--- src/design/bfsp_pkg.sv ---
`timescale 1ns / 1ps

package bfsp_pkg;

  // Default sizes of the node and edge stores.
  localparam int BFSP_MAX_NODES = 512;
  localparam int BFSP_MAX_EDGES = 8192;

  // Fixed field widths.
  localparam int NODE_W   = 10;
  localparam int WEIGHT_W = 16;
  localparam int DIST_W   = 32;

  // Operation codes carried by an input transaction.
  typedef enum logic [1:0] {
    OP_ADD   = 2'd0,
    OP_RUN   = 2'd1,
    OP_QUERY = 2'd2,
    OP_CLEAR = 2'd3
  } op_e;

  // One stored edge.
  typedef struct packed {
    logic [NODE_W-1:0]          src;
    logic [NODE_W-1:0]          dst;
    logic signed [WEIGHT_W-1:0] weight;
  } edge_t;

  // One entry of a distance array: reached flag and distance.
  typedef struct packed {
    logic                     reached;
    logic signed [DIST_W-1:0] dist_val;
  } dist_word_t;

  // Result of one relaxation step.
  typedef struct packed {
    logic       improve;
    dist_word_t cand;
  } relax_t;

endpackage

--- src/design/bfsp_relax_alu.sv ---
`timescale 1ns / 1ps

module bfsp_relax_alu import bfsp_pkg::*; (
  input  dist_word_t                 src_i,
  input  dist_word_t                 dst_i,
  input  logic signed [WEIGHT_W-1:0] weight_i,
  output relax_t                     res_o
);

  logic signed [DIST_W:0] cand;
  logic signed [DIST_W:0] dst_ext;

  // Candidate distance through this edge, one bit wider than a stored distance.
  assign cand = $signed({src_i.dist_val[DIST_W-1], src_i.dist_val})
              + $signed({{(DIST_W + 1 - WEIGHT_W){weight_i[WEIGHT_W-1]}}, weight_i});
  assign dst_ext = $signed({dst_i.dist_val[DIST_W-1], dst_i.dist_val});

  // The target improves when the source is reached and the target is unreached or holds a larger distance.
  assign res_o.improve       = src_i.reached && (!dst_i.reached || (dst_ext > cand));
  assign res_o.cand.reached  = 1'b1;
  assign res_o.cand.dist_val = cand[DIST_W-1:0];

endmodule
--- config.mk ---
export PLATFORM = sky130hd
export DESIGN_NAME = bfsp_relax_alu
export DESIGN_NICKNAME = d
export VERILOG_FILES = /design/src/design/bfsp_pkg.sv /design/src/design/bfsp_relax_alu.sv
export SDC_FILE = /design/constraint.sdc
export NUM_CORES = 1
export LEC_CHECK = 0
export ABC_AREA = 1
export BUFFER_PORTS_ARGS = -buffer_cell sky130_fd_sc_hd__buf_2
export CAP_MARGIN = 10
export CORE_ASPECT_RATIO = 0.8
export CORE_MARGIN = 5
export CORE_UTILIZATION = 50
export DETAILED_ROUTE_END_ITERATION = 8
export GPL_ROUTABILITY_DRIVEN = 0
export PLACE_DENSITY = 0.91
export SLEW_MARGIN = 20
export SYNTH_ARGS = -nofsm -noshare
export SYNTH_HDL_FRONTEND = slang
export SYNTH_SLANG_ARGS = --single-unit
--- constraint.sdc ---
create_clock -name vclk -period 5.7
set_input_delay 1.14 -clock vclk [all_inputs]
set_output_delay 1.14 -clock vclk [all_outputs]
set_load 0.1 [all_outputs]
# [After elaboration in Yosys (flattened, before gate mapping)]
# Cells that the tools add are included.
[classes] n_mux=0 n_reduce_logical=3 magnitude_cmp=1 n_bitwise=0 n_eq_ne=0 n_shift=0 n_div=0 n_addsub=1 mul=0
[ops] cell="$add A32 B16 Y33" count=1
[ops] cell="$gt A32 B33 Y1" count=1
[ops] cell="$logic_and A1 B1 Y1" count=1
[ops] cell="$logic_not A1 Y1" count=1
[ops] cell="$logic_or A1 B1 Y1" count=1
[totals] mem_bits_rw=0 n_memories=0 in_bits=82 latch_bits=0 rom_bits=0 output_inout_bits=34 regBits=0

# [Depth between registers and ports, before layout]
# Gate-level depths: netlist of run 1.
[depth] depth_word=4 depth_mapped=28 ltp_nobuf=28

# [Least setup slack after synthesis of run 1]
# No wires, ideal clock.
[synth_path] kind="input to output" from="input port src_i[0] (netlist name)" to="output port res_o[33] (netlist name)" path_buffers=0 cell_stages=25 arrival_ns=5.509 setup_slack_ns=-0.949 cell_sequence="ha_1 inv_1 fa_1 inv_1 nand3_1 nand2_2 nand2_1 nand2_2 nand3_1 nand2_1 xor2_1 inv_1 ha_1 nand2_1 nor2_1 nand2_1 nor2_1 nand3_1 nand2_1 nor2_1 nand2_1 nand2_1 nand3_1 nand2_1 inv_1"
[synth_rtl] element="start: declaration" line_no="bfsp_relax_alu.sv:4" source="input dist_word_t src_i,"
[synth_rtl] element="end: declaration" line_no="bfsp_relax_alu.sv:7" source="output relax_t res_o"

==> results.py, run 1 <==
metrics = {
    "grt": {
        "grt_pass1_vias": 3898,
        "overflow": 0,
        "grt_start_max_net_pins": 18,
        "antenna_found_initial": 0,
        "grt_pass1_wl_mm": 17.3,
        "grt_use_total": 0.260,
    },
    "setup_path": {
        "worstSetupPathType": "input pin to primary output",
        "required_ps": 4560,
        "startpoint_type": "input pin",
        "crit_start": "weight_i[15]",
        "end_kind": "primary output",
        "critPathArrivalTime_ps": 4360,
        "critPathMaxFanout": 17,
    },
    "power_and_ir_drop": {
        "p_int_uw": 243,
        "seq_power_share": 0,
        "p_sw_uw": 709,
        "clkPwrFrac": 0,
        "power_leakage_uw": 0.00224,
        "switching_share": 0.745,
        "power_density_mw_per_mm2": 230,
        "comb_power_share": 1.000,
        "vdd.ir_drop.worst_v": 0.000127,
        "p_total_uw": 951,
    },
    "detailed_routing": {
        "vias": 4041,
        "detail_route.vias_per_cell": 5.54,
        "top_layer": "met4",
        "drtIter0Drc": 389,
        "wl_met2_mm": 5.01,
        "dr.pass1.iters": 6,
        "ant_nets": 0,
        "wl_met3_mm": 1.35,
        "wl_met1_mm": 4.41,
        "route.detailed.drc": 0,
        "routedWlPerCell_um": 15.1,
        "routed_wl_mm": 11.0,
    },
    "floorplan": {
        "fp.dieW_um": 97.6,
        "die_area_mm2": 0.00782,
        "rows": 25,
        "ios": 116,
        "core-area_mm2": 0.00594,
        "start_util": 0.517,
        "die_y_um": 80.1,
    },
    "cells_and_area": {
        "regArea_um2": 0,
        "nFillCells": 510,
        "design.seq.count": 0,
        "clock_buffer_count": 0,
        "layout_common_cells": "nand2_1 (136), buf_2 (113), inv_1 (79)",
        "layout.nets": 798,
        "final_common_cell": "nand2_1",
        "area_delta_synth_final_pct": 34.6,
        "insertedDiodeCount": 0,
        "drive_gt1_frac": 0.316,
    },
    "sta": {
        "finalSetupTns_ps": 0,
        "layout_min_cycle_time_ps": 5500,
        "timing.fmax_ghz": 0.182,
        "slew_headroom": 0.640,
        "setup_ws_ps": 202,
        "worst_hold_slack_ps": 2690,
        "finalHoldViolations": 0,
        "final-setup-viol-count": 0,
        "drv_slew": 0,
        "worst_slew_pin_slew_ps": 544,
        "fin_crit_sh": 0.965,
    },
    "run_status": {
        "status": "finished clean",
    },
    "synth": {
        "yosysUniqueCellTypes": 34,
        "synth_area_mm2": 0.00307,
        "syn_nets": 680,
        "avgSynthCellArea_um2": 5.77,
        "syn_inst": 532,
        "synth_seq_area_share": 0,
        "yosysWarnings": 0,
    },
    "flow_run": {
        "drv_cap": 0,
    },
    "min_path": {
        "hold_path_class": "input pin to primary output",
        "worstHoldStart": "src_i[32]",
    },
    "placed_design": {
        "pre_cts_slack_ps": 164,
        "hpwl_mm": 9.40,
        "numPortBuffers": 115,
    },
}
## final timing paths
kind | end | depth (start not counted)
setup / recovery | res_o[33] | 26
hold / removal | res_o[33] | 4
## routing by layer
metal / up-vias / GRT usage
met3: 35 / 0.0521
met2: 273 / 0.462
met5: - / 0
li1: 1946 / -
met1: 1787 / 0.335
met4: 0 / 0.0346
## cell type report
| class | instances | area [um2] | share of cell area |
|---|---|---|---|
| Multi-Input combinational cell | 446 | 3090 | 0.747 |
| Timing Repair Buffer | 117 | 621 | 0.150 |
| Inverter | 85 | 323 | 0.0781 |
| Tap cell | 81 | 101 | 0.0245 |
## stage by stage
step	instance area, um2	instances	utilization
2_1_floorplan	3300	532	-
3_3_place_gp	3990	727	0.671
3_5_place_dp	3990	727	0.671
4_1_cts	3990	727	0.671
5_1_grt	4140	729	0.696
6_report	4140	729	0.696
## cell families (layout without fill, tap and decap cells)
group,Yosys count,after routing,synth area share
and+or+nand+nor,263,263,0.369
AOI/OAI and AO/OA,91,91,0.174
buffers and inverters,86,202,0.106
adders and majority gates,66,66,0.271
xor gates and xnor gates,25,25,0.0786
other,1,1,0.00122
## timing repair
action | 4_1_cts | 5_1_grt
buffers inserted | 0 | 2
hold buffers | 0 | 0
setup endpoints to repair | 0 | 1
resized for setup | 0 | 32
## cells in the mapped netlist
master / n / area, um2
o21bai_1: 2 / 15.0
o21a_1: 4 / 30.0
a21oi_1: 47 / 235
a21o_1: 5 / 37.5
nor3_1: 4 / 20.0
xor2_2: 2 / 32.5
inv_2: 4 / 15.0
a21oi_4: 1 / 16.3
nand2_1: 139 / 522
xnor2_1: 4 / 35.0
xnor2_2: 1 / 16.3
o21ai_0: 17 / 85.1
o21ai_1: 4 / 20.0
nor3_2: 1 / 10.0
nor2_2: 4 / 25.0
o211ai_1: 1 / 7.51
ha_1: 65 / 813
a21boi_0: 1 / 7.51
xor2_1: 18 / 158
a21o_2: 1 / 8.76
nand3_2: 2 / 20.0
inv_1: 81 / 304
o21bai_2: 1 / 11.3
nand4_1: 4 / 25.0
nor2_1: 57 / 214
conb_1: 1 / 3.75
buf_4: 1 / 7.51
nand3_1: 26 / 130
fa_1: 1 / 20.0
and2_1: 1 / 6.26
a21oi_2: 6 / 52.6
nand2_2: 22 / 138
a211oi_1: 1 / 7.51
nand3b_1: 3 / 22.5
## power by group through the flow
stage          registers, uW  logic, uW  clock network (uW)
6_report                   0        951                   0
5_1_grt                    0       1020                   0
4_1_cts                    0        915                   0
3_5_place_dp               0        912                   0
3_3_place_gp               0        892                   0
2_1_floorplan              0        736                   0
## worst max-delay path, stage by stage
cell and delay [ps]:
clkbuf_4 220, ha_2 450, nand2_1 130, inv_1 130, nand2_2 90, nor2_2 160
nand4_1 130, nand3_1 150, nand2_1 60, nand2_1 90, inv_1 60, nand2_1 50
nand2_1 50, ha_1 280, nand2_1 60, nor2_2 110, nand2_1 100, nor3_1 210
nand2_1 90, nand2_1 60, inv_1 30, nand2_1 50, nand3_1 60, nand2_1 100
clkinvlp_4 100, buf_12 170
(Power assumes the default switching activity.)
==> inputs of run 2 (changes only) <==
Settings changed: CORE_UTILIZATION 50 to 53, PLACE_DENSITY 0.91 to 0.95, REMOVE_ABC_BUFFERS set to 1.
Clock period 5.7 ns to 6.05 ns, I/O delays scaled along.
==> results.py, run 2 (synthesis results as in run 1) <==
metrics = {
    "run_status": {
        "status": "finished clean",
    },
    "setup_path": {
        "cp_common_cell": "nand2_1",
        "path_cells": "buf_2 > ha_1 > a21oi_1 > o21ai_0 > a21oi_1 > nor2_1 > nor2_1 > nand2_1 > xor2_1 > ha_1 > nand2_1 > nor2_1 > nand2_1 > nor2_1 > nand3_1 > nand2_1 > nor2_1 > nand2_1 > nand2_1 > nand3_1 > nand2_1 > inv_1 > clkbuf_4",
        "critPathBufInv": 3,
        "critPathMaxFanout": 17,
        "crit_start": "weight_i[15]",
        "crit_end": "res_o[33]",
        "required_ps": 4840,
        "critPathArrivalTime_ps": 4500,
        "worstSetupPathType": "input pin to primary output",
        "cpLargestDelayFamily": "simple AND/OR/NAND/NOR gates",
        "cp_slowest_cell": "ha_1",
        "crit_path_max_incr_delay_ps": 380,
        "path_depth": 23,
        "startpoint_type": "input pin",
        "end_kind": "primary output",
    },
    "detailed_routing": {
        "vias": 4021,
        "routedWlPerCell_um": 14.6,
        "routed_wl_mm": 10.5,
        "dr.pass1.iters": 5,
        "drtIter0Drc": 365,
        "ant_nets": 0,
        "route.detailed.drc": 0,
        "detail_route.vias_per_cell": 5.55,
    },
    "floorplan": {
        "rows": 24,
        "fp.dieW_um": 95.1,
        "start_util": 0.556,
        "die_area_mm2": 0.00743,
        "core-area_mm2": 0.00553,
        "die_y_um": 78.1,
        "ios": 116,
    },
    "cts": {
        "cts.repair.resized": 0,
        "cts_setup_buffers": 0,
        "cts_hold_buf": 0,
    },
    "min_path": {
        "worstHoldPathCells": 4,
        "hold_path_class": "input pin to primary output",
    },
    "sta": {
        "layout_min_cycle_time_ps": 5710,
        "drv_slew": 0,
        "finalSetupTns_ps": 0,
        "worst_slew_pin_slew_ps": 544,
        "slew_headroom": 0.640,
        "final-setup-viol-count": 0,
        "timing.fmax_ghz": 0.175,
        "setup_ws_ps": 336,
        "fin_crit_sh": 0.945,
        "finalHoldViolations": 0,
        "rsz0062_at_grt": "false",
    },
    "cells_and_area": {
        "layout.nets": 796,
        "final_common_cell": "nand2_1",
        "design.seq.count": 0,
        "layout_common_cells": "nand2_1 (139), buf_2 (114), inv_1 (81)",
        "regArea_um2": 0,
        "clock_buffer_count": 0,
        "drive_gt1_frac": 0.248,
        "area_delta_synth_final_pct": 21.8,
        "utilization": 0.677,
        "insertedDiodeCount": 0,
    },
    "placed_design": {
        "numPortBuffers": 115,
        "pre_cts_slack_ps": 352,
        "hpwl_mm": 9.36,
    },
    "flow_run": {
        "drv_cap": 0,
    },
    "power_and_ir_drop": {
        "vdd.ir_drop.worst_v": 0.000122,
        "power_leakage_uw": 0.00219,
        "power_density_mw_per_mm2": 223,
        "p_total_uw": 835,
    },
    "grt": {
        "grt_start_max_net_pins": 18,
        "grt_pass1_vias": 3743,
        "grt_pass1_wl_mm": 16.5,
        "overflow": 0,
        "grt_use_total": 0.268,
        "antenna_found_initial": 0,
    },
}
-- run 2: cell count changes in the layout (fill, tap and decap cells not counted), moves of 5 or more --
cell     before  now
xor2_1        5   18
ha_1         55   65
xor2_4       10    0
ha_2          8    0
a21oi_1      42   47
-- run 2: worst min path at each step --
stage / to / start
finish: res_o[33] / src_i[32]
floorplan: res_o[33] / src_i[32]
global route: res_o[33] / src_i[32]
detailed placement: res_o[33] / src_i[32]
global placement: res_o[33] / src_i[32]
CTS: res_o[33] / src_i[32]
-- run 2: routing by layer --
layer / vias up / track usage / part of all wire
li1: 1945 / - / -
met1: 1789 / 0.357 / 0.41
met2: 250 / 0.445 / 0.45
met3: 37 / 0.0373 / 0.11
met4: 0 / 0.0807 / 0.028
met5: - / 0 / 0
-- run 2: area by class of cell --
cell class                 instances  area [um2]
timing repair buffer             115         578
fill                             498        1790
tap                               78        97.6
multi-input combinational        446        2750
inverter                          85         319
-- run 2: report_power, final --
| group | leakage (uW) | internal (uW) | switching, uW |
|---|---|---|---|
| combinational | 0.00219 | 195 | 640 |
| clock | 0 | 0 | 0 |
| sequential | 0 | 0 | 0 |
-- run 2: through the flow --
step | hold slack [ps] | instances | area [um2]
3_3_place_gp | 2880 | 724 | 3740
3_5_place_dp | 2870 | 724 | 3740
2_1_floorplan | 2820 | 531 | 3060
6_report | 2860 | 724 | 3740
5_1_grt | 2910 | 724 | 3740
4_1_cts | 2870 | 724 | 3740
==> inputs of run 3 (changes only) <==
Settings changed: GPL_TIMING_DRIVEN set to 0.
==> results.py, run 3 (synthesis results as in run 1) <==
metrics = {
    "run_status": {
        "status": "finished clean",
    },
    "cells_and_area": {
        "layout_common_cells": "nand2_1 (138), buf_2 (114), inv_1 (81)",
        "insertedDiodeCount": 0,
        "regArea_um2": 0,
        "design.seq.count": 0,
        "layout.nets": 796,
        "nFillCells": 469,
        "stdcell_count": 724,
        "multi_input_area_mm2": 0.00276,
        "final_common_cell": "nand2_1",
        "clock_buffer_count": 0,
        "utilization": 0.682,
        "area_delta_synth_final_pct": 22.7,
        "drive_gt1_frac": 0.254,
    },
    "setup_path": {
        "critPathArrivalTime_ps": 4510,
        "startpoint_type": "input pin",
        "critPathMaxFanout": 3,
        "crit_end": "res_o[33]",
        "worstSetupPathType": "input pin to primary output",
        "required_ps": 4840,
        "end_kind": "primary output",
        "crit_start": "src_i[0]",
    },
    "grt": {
        "grt-busiest-layer": "met2",
        "grt_start_max_net_pins": 18,
        "grt_use_total": 0.257,
        "overflow": 0,
        "grt_pass1_wl_mm": 16.0,
        "antenna_found_initial": 0,
        "gr-usage-met3": 0.0277,
        "grt_pass1_vias": 3739,
        "met1_usage": 0.335,
        "use_met2": 0.453,
    },
    "min_path": {
        "hold_path_class": "input pin to primary output",
    },
    "power_and_ir_drop": {
        "power_density_mw_per_mm2": 220,
        "p_total_uw": 831,
        "power_leakage_uw": 0.00220,
        "vdd.ir_drop.worst_v": 0.000109,
    },
    "sta": {
        "fin_crit_sh": 0.945,
        "final-setup-viol-count": 0,
        "timing.fmax_ghz": 0.175,
        "drv_slew": 0,
        "rsz0062_at_grt": "false",
        "layout_min_cycle_time_ps": 5720,
        "finalHoldViolations": 0,
    },
    "flow_run": {
        "drv_cap": 0,
    },
    "detailed_routing": {
        "detail_route.vias_per_cell": 5.48,
        "routedWlPerCell_um": 13.7,
        "route.detailed.drc": 0,
        "vias": 3970,
        "drtIter0Drc": 320,
        "routed_wl_mm": 9.94,
        "dr.pass1.iters": 6,
        "ant_nets": 0,
    },
    "placed_design": {
        "numPortBuffers": 115,
        "hpwl_mm": 8.87,
        "placed_cells": 724,
    },
    "floorplan": {
        "die_area_mm2": 0.00743,
        "start_util": 0.556,
        "ios": 116,
        "fp.dieW_um": 95.1,
        "rows": 24,
        "core-area_mm2": 0.00553,
        "die_y_um": 78.1,
    },
}
-- run 3: cell types whose count changed in the layout (fill, tap and decap cells not counted) --
cell	before	now
buf_12	0	1
clkbuf_4	1	0
nand2_2	22	23
xor2_2	2	3
nor2_2	4	5
nor2_1	57	56
xor2_1	18	17
nand3_1	26	25
nand3_2	2	3
nand2_1	139	138
-- run 3: stage by stage --
step / TNS [ps] / hold slack [ps] / setup slack, ps / area, um2
5_1_grt: 0 / 2820 / 5.15 / 3770
2_1_floorplan: -739 / 2820 / -739 / 3060
3_5_place_dp: 0 / 2880 / 208 / 3740
3_3_place_gp: 0 / 2870 / 288 / 3740
4_1_cts: 0 / 2880 / 199 / 3740
6_report: 0 / 2790 / 335 / 3770
-- run 3: routing by layer --
| layer | vias to the layer above | wire length (um) |
|---|---|---|
| met1 | 1733 | 3910 |
| met4 | 0 | 252 |
| met2 | 249 | 4660 |
| met3 | 39 | 1120 |
| li1 | 1949 | - |
| met5 | - | 0 |
-- run 3: area by class of cell --
cell class                 instances  share of cell area
multi-input combinational        446               0.733
inverter                          85              0.0846
timing repair buffer             115               0.157
tap                               78              0.0259
-- run 3: how the worst min path moves through the flow --
stage | start | end | slack [ps] | cells past startpoint
after floorplan | src_i[32] | res_o[33] | 2820 | 2
after global placement | src_i[32] | res_o[33] | 2870 | 4
after detailed placement | src_i[32] | res_o[33] | 2880 | 4
after CTS | src_i[32] | res_o[33] | 2880 | 4
after global routing | src_i[32] | res_o[33] | 2820 | 4
final | src_i[32] | res_o[33] | 2790 | 4
-- run 3: what timing repair did --
item                       CTS  global route
hold buffers                 0             0
setup buffers                0             0
gates resized for setup      0             9
hold endpoints to repair     0             0
setup endpoints to repair    0             1
-- run 3: power breakdown --
part,switching [uW],internal [uW]
Sequential,0,0
Combinational,633,198
Clock,0,0
Total,633,198
-- run 3: critical path, stage by stage --
cell	delay, ps
buf_2	80
ha_1	170
inv_1	60
fa_1	400
inv_1	150
nand3_1	100
nand2_2	130
nand2_1	80
nand2_2	90
nand3b_1	100
nand2_2	110
nand3_1	140
nand3b_1	140
nand2_2	100
ha_1	320
nand2_1	70
nor2_2	140
nand2_1	80
nor2_1	150
nand3_1	80
nand2_1	70
nor2_1	50
nand2_1	50
nand2_1	40
nand3_1	60
nand2_1	50
inv_1	90
buf_12	180
